### config.mk
export PLATFORM = sky130hd
export DESIGN_NAME = rgb565_color_filter_exact_core
export DESIGN_NICKNAME = d
export VERILOG_FILES = /design/src/sv/rcf_pkg.sv /design/src/sv/rgb565_color_filter_exact_core.sv /design/src/sv/rcf_chan.sv
export SDC_FILE = /design/constraint.sdc
export NUM_CORES = 2
export LEC_CHECK = 0
export BUFFER_PORTS_ARGS = -buffer_cell sky130_fd_sc_hd__buf_4
export CAP_MARGIN = 20
export CORE_AREA = 3 3 277 279
export DETAILED_ROUTE_END_ITERATION = 7
export DIE_AREA = 0 0 280 282
export PLACE_DENSITY = 0.76
export RECOVER_POWER = 25
export SYNTH_ARGS = -nofsm -noshare
export SYNTH_HDL_FRONTEND = slang
export SYNTH_HIERARCHICAL = 1
export SYNTH_SLANG_ARGS = --single-unit
### constraint.sdc
create_clock -name clk -period 8.3 [get_ports clk]
set_input_delay 0.83 -clock clk [delete_from_list [all_inputs] [get_ports clk]]
set_output_delay 0.83 -clock clk [all_outputs]
set_load 0.02 [all_outputs]
### src/sv/rcf_pkg.sv
`timescale 1ns / 1ps
// shared types, constants and factor functions for the rgb565 color filter
// no dependencies

package rcf_pkg;

    localparam int NUM_REGS = 6;
    localparam int ADDR_W   = 5;
    localparam int DATA_W   = 32;
    localparam int NSTAGE   = 6;

    typedef enum logic [2:0] {
        REG_BIAS       = 3'd0,
        REG_CONTRAST   = 3'd1,
        REG_SATURATION = 3'd2,
        REG_RED_GAIN   = 3'd3,
        REG_GREEN_GAIN = 3'd4,
        REG_BLUE_GAIN  = 3'd5
    } reg_idx_t;

    localparam logic [7:0] BIAS_RESET = 8'd0;
    localparam logic [7:0] PCT_RESET  = 8'd100;

    // ceil(2^23 / 100), exact for pct*128/100 and pct*256/100 over 8-bit pct
    localparam logic [16:0] RECIP_100 = 17'd83887;

    localparam logic [6:0] LUMA_R = 7'd38;
    localparam logic [6:0] LUMA_G = 7'd75;
    localparam logic [6:0] LUMA_B = 7'd15;

    typedef struct packed {
        logic [NSTAGE-1:0] load;
    } pipe_ctl_t;

    function automatic logic [8:0] pct_to_k128(input logic [7:0] pct);
        logic [24:0] prod;
        prod = 25'(pct) * 25'(RECIP_100);
        return prod[24:16];
    endfunction

    function automatic logic [9:0] pct_to_k256(input logic [7:0] pct);
        logic [24:0] prod;
        prod = 25'(pct) * 25'(RECIP_100);
        return prod[24:15];
    endfunction

endpackage

### src/sv/rgb565_color_filter_exact_core.sv
`timescale 1ns / 1ps
// rgb565 brightness, contrast, saturation and gain filter, top level
// depends on rcf_pkg and rcf_chan
//
// usage:
//   input channel in_valid/in_ready carries pixel_in (rgb565) and last_in;
//   output channel out_valid/out_ready carries pixel_out and last_out.
//   one item in gives exactly one item out, in order.
//   apb port: six 8-bit registers at byte addresses 0,4,..,20 (bias, contrast,
//   saturation, red, green and blue gain); write only while no item is in flight.
//   pipeline: six register stages (contrast multiply, bias/clamp, saturation
//   multiply, clamp, gain multiply, output register); the first stage loads at acceptance.
//   throughput: one item per cycle while out_ready stays high.
//   stall: a low out_ready holds the output item; stages behind it keep
//   filling empty slots and in_ready drops only when every stage is full.
//   reset: pipeline empties, bias reads 0 and all percentages read 100.

module rgb565_color_filter_exact_core (
    input  logic                      clk,
    input  logic                      rst_n,
    input  logic                      in_valid,
    output logic                      in_ready,
    input  logic [15:0]               pixel_in,
    input  logic                      last_in,
    output logic                      out_valid,
    input  logic                      out_ready,
    output logic [15:0]               pixel_out,
    output logic                      last_out,
    input  logic                      psel,
    input  logic                      penable,
    input  logic                      pwrite,
    input  logic [rcf_pkg::ADDR_W-1:0] paddr,
    input  logic [rcf_pkg::DATA_W-1:0] pwdata,
    output logic [rcf_pkg::DATA_W-1:0] prdata,
    output logic                      pready
);
    import rcf_pkg::*;

    logic [7:0]        bias_reg;
    logic [7:0]        contrast_reg;
    logic [7:0]        sat_reg;
    logic [7:0]        rgain_reg;
    logic [7:0]        ggain_reg;
    logic [7:0]        bgain_reg;
    logic [8:0]        kc_reg;
    logic [8:0]        ks_reg;
    logic [9:0]        kgr_reg;
    logic [9:0]        kgg_reg;
    logic [9:0]        kgb_reg;
    logic              wr_en;
    logic [2:0]        wr_idx;
    logic [7:0]        rd_byte;

    logic [NSTAGE-1:0] valid_reg;
    logic [NSTAGE-1:0] last_reg;
    pipe_ctl_t         ctl;

    logic [7:0]        r8;
    logic [7:0]        g8;
    logic [7:0]        b8;
    logic [14:0]       luma_sum;
    logic [7:0]        gray_next;
    logic [7:0]        gray_s1_reg;
    logic [7:0]        gray_s2_reg;
    logic [7:0]        gray_s3_reg;
    logic [7:0]        r_out;
    logic [7:0]        g_out;
    logic [7:0]        b_out;
    logic [15:0]       pixel_reg;

    // configuration port
    assign pready = 1'b1;
    assign wr_en  = psel && penable && pwrite;
    assign wr_idx = paddr[4:2];

    always_ff @(posedge clk or negedge rst_n)
    begin
        if (!rst_n)
        begin
            bias_reg     <= BIAS_RESET;
            contrast_reg <= PCT_RESET;
            sat_reg      <= PCT_RESET;
            rgain_reg    <= PCT_RESET;
            ggain_reg    <= PCT_RESET;
            bgain_reg    <= PCT_RESET;
            kc_reg       <= pct_to_k128(PCT_RESET);
            ks_reg       <= pct_to_k128(PCT_RESET);
            kgr_reg      <= pct_to_k256(PCT_RESET);
            kgg_reg      <= pct_to_k256(PCT_RESET);
            kgb_reg      <= pct_to_k256(PCT_RESET);
        end
        else if (wr_en)
        begin
            unique case (wr_idx)
                REG_BIAS:
                begin
                    bias_reg <= pwdata[7:0];
                end
                REG_CONTRAST:
                begin
                    contrast_reg <= pwdata[7:0];
                    kc_reg       <= pct_to_k128(pwdata[7:0]);
                end
                REG_SATURATION:
                begin
                    sat_reg <= pwdata[7:0];
                    ks_reg  <= pct_to_k128(pwdata[7:0]);
                end
                REG_RED_GAIN:
                begin
                    rgain_reg <= pwdata[7:0];
                    kgr_reg   <= pct_to_k256(pwdata[7:0]);
                end
                REG_GREEN_GAIN:
                begin
                    ggain_reg <= pwdata[7:0];
                    kgg_reg   <= pct_to_k256(pwdata[7:0]);
                end
                REG_BLUE_GAIN:
                begin
                    bgain_reg <= pwdata[7:0];
                    kgb_reg   <= pct_to_k256(pwdata[7:0]);
                end
                default:
                begin
                end
            endcase
        end
    end

    always_comb
    begin
        unique case (wr_idx)
            REG_BIAS:       rd_byte = bias_reg;
            REG_CONTRAST:   rd_byte = contrast_reg;
            REG_SATURATION: rd_byte = sat_reg;
            REG_RED_GAIN:   rd_byte = rgain_reg;
            REG_GREEN_GAIN: rd_byte = ggain_reg;
            REG_BLUE_GAIN:  rd_byte = bgain_reg;
            default:        rd_byte = 8'd0;
        endcase
    end

    assign prdata = {{(DATA_W-8){1'b0}}, rd_byte};

    // stage loads, last stage first
    always_comb
    begin
        ctl.load[NSTAGE-1] = !valid_reg[NSTAGE-1] || out_ready;
        for (int k = NSTAGE - 2; k >= 0; k--)
        begin
            ctl.load[k] = !valid_reg[k] || ctl.load[k+1];
        end
    end

    assign in_ready = ctl.load[0];

    always_ff @(posedge clk or negedge rst_n)
    begin
        if (!rst_n)
        begin
            valid_reg <= '0;
        end
        else
        begin
            if (ctl.load[0])
            begin
                valid_reg[0] <= in_valid;
            end
            for (int k = 1; k < NSTAGE; k++)
            begin
                if (ctl.load[k])
                begin
                    valid_reg[k] <= valid_reg[k-1];
                end
            end
        end
    end

    // expand to 8 bits and luma
    always_comb
    begin
        r8        = {pixel_in[15:11], pixel_in[15:13]};
        g8        = {pixel_in[10:5], pixel_in[10:9]};
        b8        = {pixel_in[4:0], pixel_in[4:2]};
        luma_sum  = 15'(r8) * 15'(LUMA_R) + 15'(g8) * 15'(LUMA_G) + 15'(b8) * 15'(LUMA_B);
        gray_next = luma_sum[14:7];
    end

    always_ff @(posedge clk)
    begin
        if (ctl.load[0])
        begin
            gray_s1_reg <= gray_next;
            last_reg[0] <= last_in;
        end
        if (ctl.load[1])
        begin
            gray_s2_reg <= gray_s1_reg;
        end
        if (ctl.load[2])
        begin
            gray_s3_reg <= gray_s2_reg;
        end
        for (int k = 1; k < NSTAGE; k++)
        begin
            if (ctl.load[k])
            begin
                last_reg[k] <= last_reg[k-1];
            end
        end
        if (ctl.load[NSTAGE-1])
        begin
            pixel_reg <= {r_out[7:3], g_out[7:2], b_out[7:3]};
        end
    end

    rcf_chan u_chan_r (
        .clk      (clk),
        .ctl      (ctl),
        .chan_in  (r8),
        .gray_s1  (gray_s1_reg),
        .gray_s3  (gray_s3_reg),
        .bias     ($signed(bias_reg)),
        .kc       (kc_reg),
        .ks       (ks_reg),
        .kg       (kgr_reg),
        .chan_out (r_out)
    );

    rcf_chan u_chan_g (
        .clk      (clk),
        .ctl      (ctl),
        .chan_in  (g8),
        .gray_s1  (gray_s1_reg),
        .gray_s3  (gray_s3_reg),
        .bias     ($signed(bias_reg)),
        .kc       (kc_reg),
        .ks       (ks_reg),
        .kg       (kgg_reg),
        .chan_out (g_out)
    );

    rcf_chan u_chan_b (
        .clk      (clk),
        .ctl      (ctl),
        .chan_in  (b8),
        .gray_s1  (gray_s1_reg),
        .gray_s3  (gray_s3_reg),
        .bias     ($signed(bias_reg)),
        .kc       (kc_reg),
        .ks       (ks_reg),
        .kg       (kgb_reg),
        .chan_out (b_out)
    );

    assign out_valid = valid_reg[NSTAGE-1];
    assign pixel_out = pixel_reg;
    assign last_out  = last_reg[NSTAGE-1];

endmodule

### src/sv/rcf_chan.sv
`timescale 1ns / 1ps
// one color channel of the filter pipeline: contrast, bias, saturation, gain
// depends on rcf_pkg; stage loads come from the top level

module rcf_chan (
    input  logic               clk,
    input  rcf_pkg::pipe_ctl_t ctl,
    input  logic [7:0]         chan_in,
    input  logic [7:0]         gray_s1,
    input  logic [7:0]         gray_s3,
    input  logic signed [7:0]  bias,
    input  logic [8:0]         kc,
    input  logic [8:0]         ks,
    input  logic [9:0]         kg,
    output logic [7:0]         chan_out
);
    import rcf_pkg::*;

    logic signed [9:0]  d1;
    logic signed [19:0] prod1_next;
    logic signed [16:0] prod1_reg;
    logic signed [16:0] adj1;
    logic signed [9:0]  q1;
    logic signed [10:0] v2;
    logic [7:0]         c2;
    logic signed [8:0]  diff_next;
    logic signed [8:0]  diff_reg;
    logic signed [18:0] prod2_next;
    logic signed [17:0] prod2_reg;
    logic signed [17:0] adj2;
    logic signed [10:0] q2;
    logic signed [11:0] v4;
    logic [7:0]         c3_next;
    logic [7:0]         c3_reg;
    logic [17:0]        prod3_next;
    logic [17:0]        prod3_reg;

    // contrast product
    always_comb
    begin
        d1         = $signed({2'b00, chan_in}) - 10'sd128;
        prod1_next = d1 * $signed({1'b0, kc});
    end

    // contrast divide toward zero, bias, clamp, distance from luma
    always_comb
    begin
        adj1 = prod1_reg + (prod1_reg[16] ? 17'sd127 : 17'sd0);
        q1   = adj1[16:7];
        v2   = $signed({q1[9], q1}) + 11'sd128 + $signed({{3{bias[7]}}, bias});
        if (v2[10])
        begin
            c2 = 8'd0;
        end
        else if (|v2[9:8])
        begin
            c2 = 8'hFF;
        end
        else
        begin
            c2 = v2[7:0];
        end
        diff_next = $signed({1'b0, c2}) - $signed({1'b0, gray_s1});
    end

    // saturation product
    assign prod2_next = diff_reg * $signed({1'b0, ks});

    // saturation divide toward zero, add luma, clamp
    always_comb
    begin
        adj2 = prod2_reg + (prod2_reg[17] ? 18'sd127 : 18'sd0);
        q2   = adj2[17:7];
        v4   = $signed({4'b0000, gray_s3}) + $signed({q2[10], q2});
        if (v4[11])
        begin
            c3_next = 8'd0;
        end
        else if (|v4[10:8])
        begin
            c3_next = 8'hFF;
        end
        else
        begin
            c3_next = v4[7:0];
        end
    end

    // gain product
    assign prod3_next = 18'(c3_reg) * 18'(kg);

    // gain divide by 256 and clamp
    assign chan_out = (|prod3_reg[17:16]) ? 8'hFF : prod3_reg[15:8];

    always_ff @(posedge clk)
    begin
        if (ctl.load[0])
        begin
            prod1_reg <= prod1_next[16:0];
        end
        if (ctl.load[1])
        begin
            diff_reg <= diff_next;
        end
        if (ctl.load[2])
        begin
            prod2_reg <= prod2_next[17:0];
        end
        if (ctl.load[3])
        begin
            c3_reg <= c3_next;
        end
        if (ctl.load[4])
        begin
            prod3_reg <= prod3_next;
        end
    end

endmodule

# ---- After elaboration in Yosys (flattened, before gate mapping)
# Index checks and enable logic that the tools add are counted.
dict set report classes {
  n_mux 16
  addsub 23
  multipliers 13
  eq_ne 5
  reduce_logical 30
}
# operator n
set ops {}
lappend ops {{$mux W8} 9}
lappend ops {{$add A18 B8 Y18} 3}
lappend ops {{$mul A8 B10 Y18} 3}
lappend ops {{$mul A9 B10 Y18} 3}
lappend ops {{$add A17 B8 Y17} 3}
lappend ops {{$mul A9 B10 Y17} 3}
lappend ops {{$pmux W8 S6} 1}
lappend ops {{$mux W7} 6}
lappend ops {{$add A9 B11 Y12} 3}
lappend ops {{$add A10 B9 Y11 const B} 3}
lappend ops {{$add A11 B8 Y11} 3}
lappend ops {{$sub A8 B8 Y9} 3}
lappend ops {{$sub A8 B8 Y9 const B} 3}
lappend ops {{$mul A8 B17 Y25 const B} 1}
lappend ops {{$add A14 B15 Y15} 1}
lappend ops {{$add A15 B12 Y15} 1}
lappend ops {{$mul A8 B7 Y15 const B} 1}
lappend ops {{$mul A8 B5 Y13 const B} 1}
lappend ops {{$mul A8 B4 Y12 const B} 1}
lappend ops {{$reduce_and A2 Y1} 6}
lappend ops {{$reduce_or A2 Y1} 6}
lappend ops {{$reduce_or A3 Y1} 3}
lappend ops {{$eq A3 B2 Y1 const B} 2}
lappend ops {{$eq A3 B3 Y1 const B} 2}
lappend ops {{5 further kinds} 16}
dict set report totals {
  in_bits 61
  word_cells 131
  reg_bits 358
  out_inout_bits 52
}

# ---- Longest topological paths before layout
dict set report depth {
  ltp_word 8
  ltp_mapped 28
  ltp_nobuf 27
}

# ---- Cells and area by module
# Netlist, hierarchy kept.
# mod area_each_um2 seq_area_each_um2 cells_each instances
set modules_own_cells {}
lappend modules_own_cells {{rcf_chan (u_chan_g)} 11353.4 1861.8 1182 1}
lappend modules_own_cells {{rcf_chan (u_chan_r)} 11285.8 1861.8 1164 1}
lappend modules_own_cells {{rcf_chan (u_chan_b)} 11280.8 1861.8 1181 1}
lappend modules_own_cells {rgb565_color_filter_exact_core 10724.0 3958.8 1031 1}

# ---- Worst setup path after synthesis
# OpenSTA, ideal clock, no wires.
dict set report synth_path {
  path_type {input to register}
  from {input port pixel_in[14]}
  to {register gray_s1_reg[7] (data pin)}
  setup_time_ns 0.258
  path_stages 21
  slack_ns 2.440
  required_time_ns 8.042
  n_path_buf 0
  t_arrival_ns 5.603
  cell_sequence {ha_1 ha_1 fa_1 a21o_1 a21oi_1 xnor2_1 fa_1 fa_1 inv_1 fa_1 inv_1 fa_1 inv_1 ha_1 o21ai_0 o21ai_0 nand4_1 o22ai_1 o31a_1 nor2_1 xnor2_1}
}
dict set report synth_via {
  elab_chain_len 3
}
# element line
set synth_lines {}
lappend synth_lines {{start, declared} rgb565_color_filter_exact_core.sv:23} ;# input logic [15:0] pixel_in,
lappend synth_lines {{$mul A8 B5 Y13} rgb565_color_filter_exact_core.sv:186} ;# luma_sum = 15'(r8) * 15'(LUMA_R) + 15'(g8) * 15'(LUMA_G) + 15'(b8) * 15'(LUMA_B);
lappend synth_lines {{$add A14 B15 Y15} rgb565_color_filter_exact_core.sv:186}
lappend synth_lines {{$add A15 B12 Y15} rgb565_color_filter_exact_core.sv:186}
lappend synth_lines {{named net luma_sum[14]} rgb565_color_filter_exact_core.sv:61} ;# logic [14:0] luma_sum;
lappend synth_lines {{end signal, assigned} rgb565_color_filter_exact_core.sv:194} ;# gray_s1_reg <= gray_next;
lappend synth_lines {{end, declared} rgb565_color_filter_exact_core.sv:63} ;# logic [7:0] gray_s1_reg;
# The timed path passes the listed nets, and every way through them passes these cells.
# A chain may end at the register's enable or synchronous reset.

# ---- Final worst setup path
dict set report layout_path {
  from {register u_chan_g.prod1_reg[16]}
  to {register u_chan_g.diff_reg[8] (data pin)}
}
dict set report layout_via {
  elab_chain_len 8
}
# element line
set layout_lines {}
lappend layout_lines {{start, declared} rcf_chan.sv:21} ;# logic signed [16:0] prod1_reg;
lappend layout_lines {{start signal, assigned} rcf_chan.sv:99} ;# prod1_reg <= prod1_next[16:0];
lappend layout_lines {{$mux W7} rcf_chan.sv:48} ;# adj1 = prod1_reg + (prod1_reg[16] ? 17'sd127 : 17'sd0);
lappend layout_lines {{$add A17 B8 Y17 *} rcf_chan.sv:48}
lappend layout_lines {{$add A10 B9 Y11 *} rcf_chan.sv:50} ;# v2 = $signed({q1[9], q1}) + 11'sd128 + $signed({{3{bias[7]}}, bias});
lappend layout_lines {{$add A11 B8 Y11 *} rcf_chan.sv:50}
lappend layout_lines {{$reduce_or A2 Y1} rcf_chan.sv:55} ;# else if (|v2[9:8])
lappend layout_lines {{$mux W8} rcf_chan.sv:55}
lappend layout_lines {{$mux W8 *} rcf_chan.sv:51} ;# if (v2[10])
lappend layout_lines {{$sub A8 B8 Y9 *} rcf_chan.sv:63} ;# diff_next = $signed({1'b0, c2}) - $signed({1'b0, gray_s1});
lappend layout_lines {{named net u_chan_g.diff_next[8]} rcf_chan.sv:26} ;# logic signed [8:0] diff_next;
lappend layout_lines {{end signal, assigned} rcf_chan.sv:103} ;# diff_reg <= diff_next;
lappend layout_lines {{end, declared} rcf_chan.sv:27} ;# logic signed [8:0] diff_reg;
# The timed path passes the listed nets; every way through them passes the cells marked *.

==> flow_metrics.env <==
export IMPL_fin_tns_setup_ns=0
export IMPL_ant_nets=0
export IMPL_viasPerCell=5.54
export IMPL_overflow=0
export IMPL_grt_setup_unrepaired="no"
export IMPL_io_buffers=61
export IMPL_vias=30700
export IMPL_die_h_microns=282
export IMPL_root_buffer="clkbuf_16"
export IMPL_cpPeakStageDelay_ns=0.54
export IMPL_fin_skew_ns=0.0242
export IMPL_track_usage_pct=24.0
export IMPL_hold_class="reg2reg"
export IMPL_final_layout_size_suffix_gt1_share_pct=5.78
export IMPL_setup_viol=0
export IMPL_core_sq_um=74400
export IMPL_timing_final_crit_share_pct=78.9
export IMPL_wl_per_cell_microns=16.7
export IMPL_io_pins=113
export IMPL_post_cts_setup_buffers=0
export IMPL_rows=100
export IMPL_cts_clk_slew_worst_paths_ns=0.06
export IMPL_cp_start_kind="flop"
export IMPL_hold_buffers=0
export IMPL_failed_checks="max-capacitance violations, max-slew violations"
export IMPL_antenna_found_initial=2
export IMPL_drtIter0Drc=1491
export IMPL_cap_violations=3
export IMPL_drtPass1Iterations=7
export IMPL_totalWireLength_mm=92.4
export IMPL_hold_violations=0
export IMPL_initial_utilization_pct=59.4
export IMPL_fp_dieW_microns=280
export IMPL_slew_violations=105
export IMPL_netlist_area_sq_um=44200
export IMPL_clock_path_buffers=3
export IMPL_worst_pin_slew_ns=3.08
export IMPL_cts_buffers=38
export IMPL_status="finished, violations left"
export IMPL_clk_latency_ns=0.57
export IMPL_drc=0
export IMPL_clock_fmax_mhz=153
export IMPL_htree_levels=2
export IMPL_crit_type="reg2reg"
export IMPL_critPathMaxFanout=9
export IMPL_endpoint_kind="flop"
export IMPL_layout_min_cycle_time_ns=6.55
export IMPL_finalInstanceArea_sq_um=46900
export IMPL_synth_cells=4525
export IMPL_grt_pass1_vias=31900
export IMPL_synth_warnings=6
export IMPL_grt_max_degree=64
export IMPL_place_hpwl_mm=72.7
export IMPL_cpMaxStageDelayCell="edfxtp_1"
export IMPL_grt_pass1_wl_mm=155
export IMPL_fp_dieArea_sq_um=79000
export IMPL_crit_required_ns=8.60
export IMPL_area_growth_pct=6.02
export IMPL_cts_tree="yes"
export IMPL_relSlewSlack_pct=-105
export IMPL_dpl_cell_area_sq_um=45600
export IMPL_arrival_ns=6.85
export IMPL_layout_nets=5797
export IMPL_cts_sinks=326
export IMPL_antennaDiodeCount=0
export IMPL_cts_resized=0
export IMPL_place_congestion=0.861
export IMPL_avgSynthCellArea_sq_um=9.78
cell usage in the layout, fill, tap and decap left out, types with 34 or more instances in the layout:
master and n:
a21oi_1 121, xor2_1 70, nand3_1 41, ha_1 657
dfrtp_1 82, or2_2 34, fa_1 538, o21ai_0 90
nand2_1 590, buf_4 84, nor2_1 139, and2_1 295
clkbuf_16 39, nor3_1 48, edfxtp_1 224, a21o_1 46
nor2b_1 48, xnor2_1 164, o21a_1 59, inv_1 745
nand2b_1 52
worst paths after layout:
check / cells after the start / to / slack (ns) / from
setup / recovery: 26 / u_chan_g/diff_reg[8] / 1.75 / u_chan_g/prod1_reg[16]
hold / removal: 0 / last_reg[5] / 0.42 / last_reg[4]
setup reg to reg: 26 / u_chan_g/diff_reg[8] / 1.75 / u_chan_g/prod1_reg[16]
hold reg to reg: 0 / last_reg[5] / 0.42 / last_reg[4]
max in group asynchronous: 2 / rgain_reg[1] / 3.36 / rst_n
min in group asynchronous: 1 / kgr_reg[1] / 1.04 / rst_n
metal layers:
| layer | wire length (microns) | GRT usage (%) | up-vias | part of all wire [%] |
|---|---|---|---|---|
| met2 | 46000 | 42.7 | 709 | 50 |
| met5 | 0 | 0 | - | 0 |
| met3 | 3920 | 2.44 | 152 | 4.2 |
| li1 | - | - | 14600 | - |
| met4 | 2800 | 7.46 | 0 | 3.0 |
| met1 | 39700 | 31.1 | 15200 | 43 |
worst max-delay path, delay by kind of cell, from the launching register on:
| family | cells | cell delay, ns |
|---|---|---|
| flip-flops | 1 | 0.54 |
| adder cells (fa/ha/maj) | 5 | 1.61 |
| AND/OR/NAND/NOR | 3 | 0.39 |
| AO/OA/AOI/OAI | 16 | 3.29 |
| XOR/XNOR | 2 | 0.49 |
layout make-up:
| cell class | instances | area [sq um] |
|---|---|---|
| Inverter | 747 | 2800 |
| Timing Repair Buffer | 93 | 688 |
| Fill cell | 6016 | 27500 |
| Sequential cell | 326 | 9300 |
| Clock inverter | 19 | 245 |
| Clock buffer | 51 | 1060 |
| Multi-Input combinational cell | 3335 | 31600 |
| Tap cell | 969 | 1210 |
metrics by stage:
stage | cells | hold WS (ns) | utilization [%] | setup WS (ns)
finish | 5540 | 0.418 | 63.0 | 1.75
global placement | 5468 | 0.402 | 61.2 | 1.74
floorplan | 4548 | 0.400 | - | 2.44
detailed placement | 5468 | 0.406 | 61.2 | 1.64
global route | 5540 | 0.430 | 63.0 | 1.28
CTS | 5538 | 0.259 | 63.0 | 1.85
Power is not shown: default switching activity piles up to over one toggle a cycle in this logic, so the estimate is an artifact.
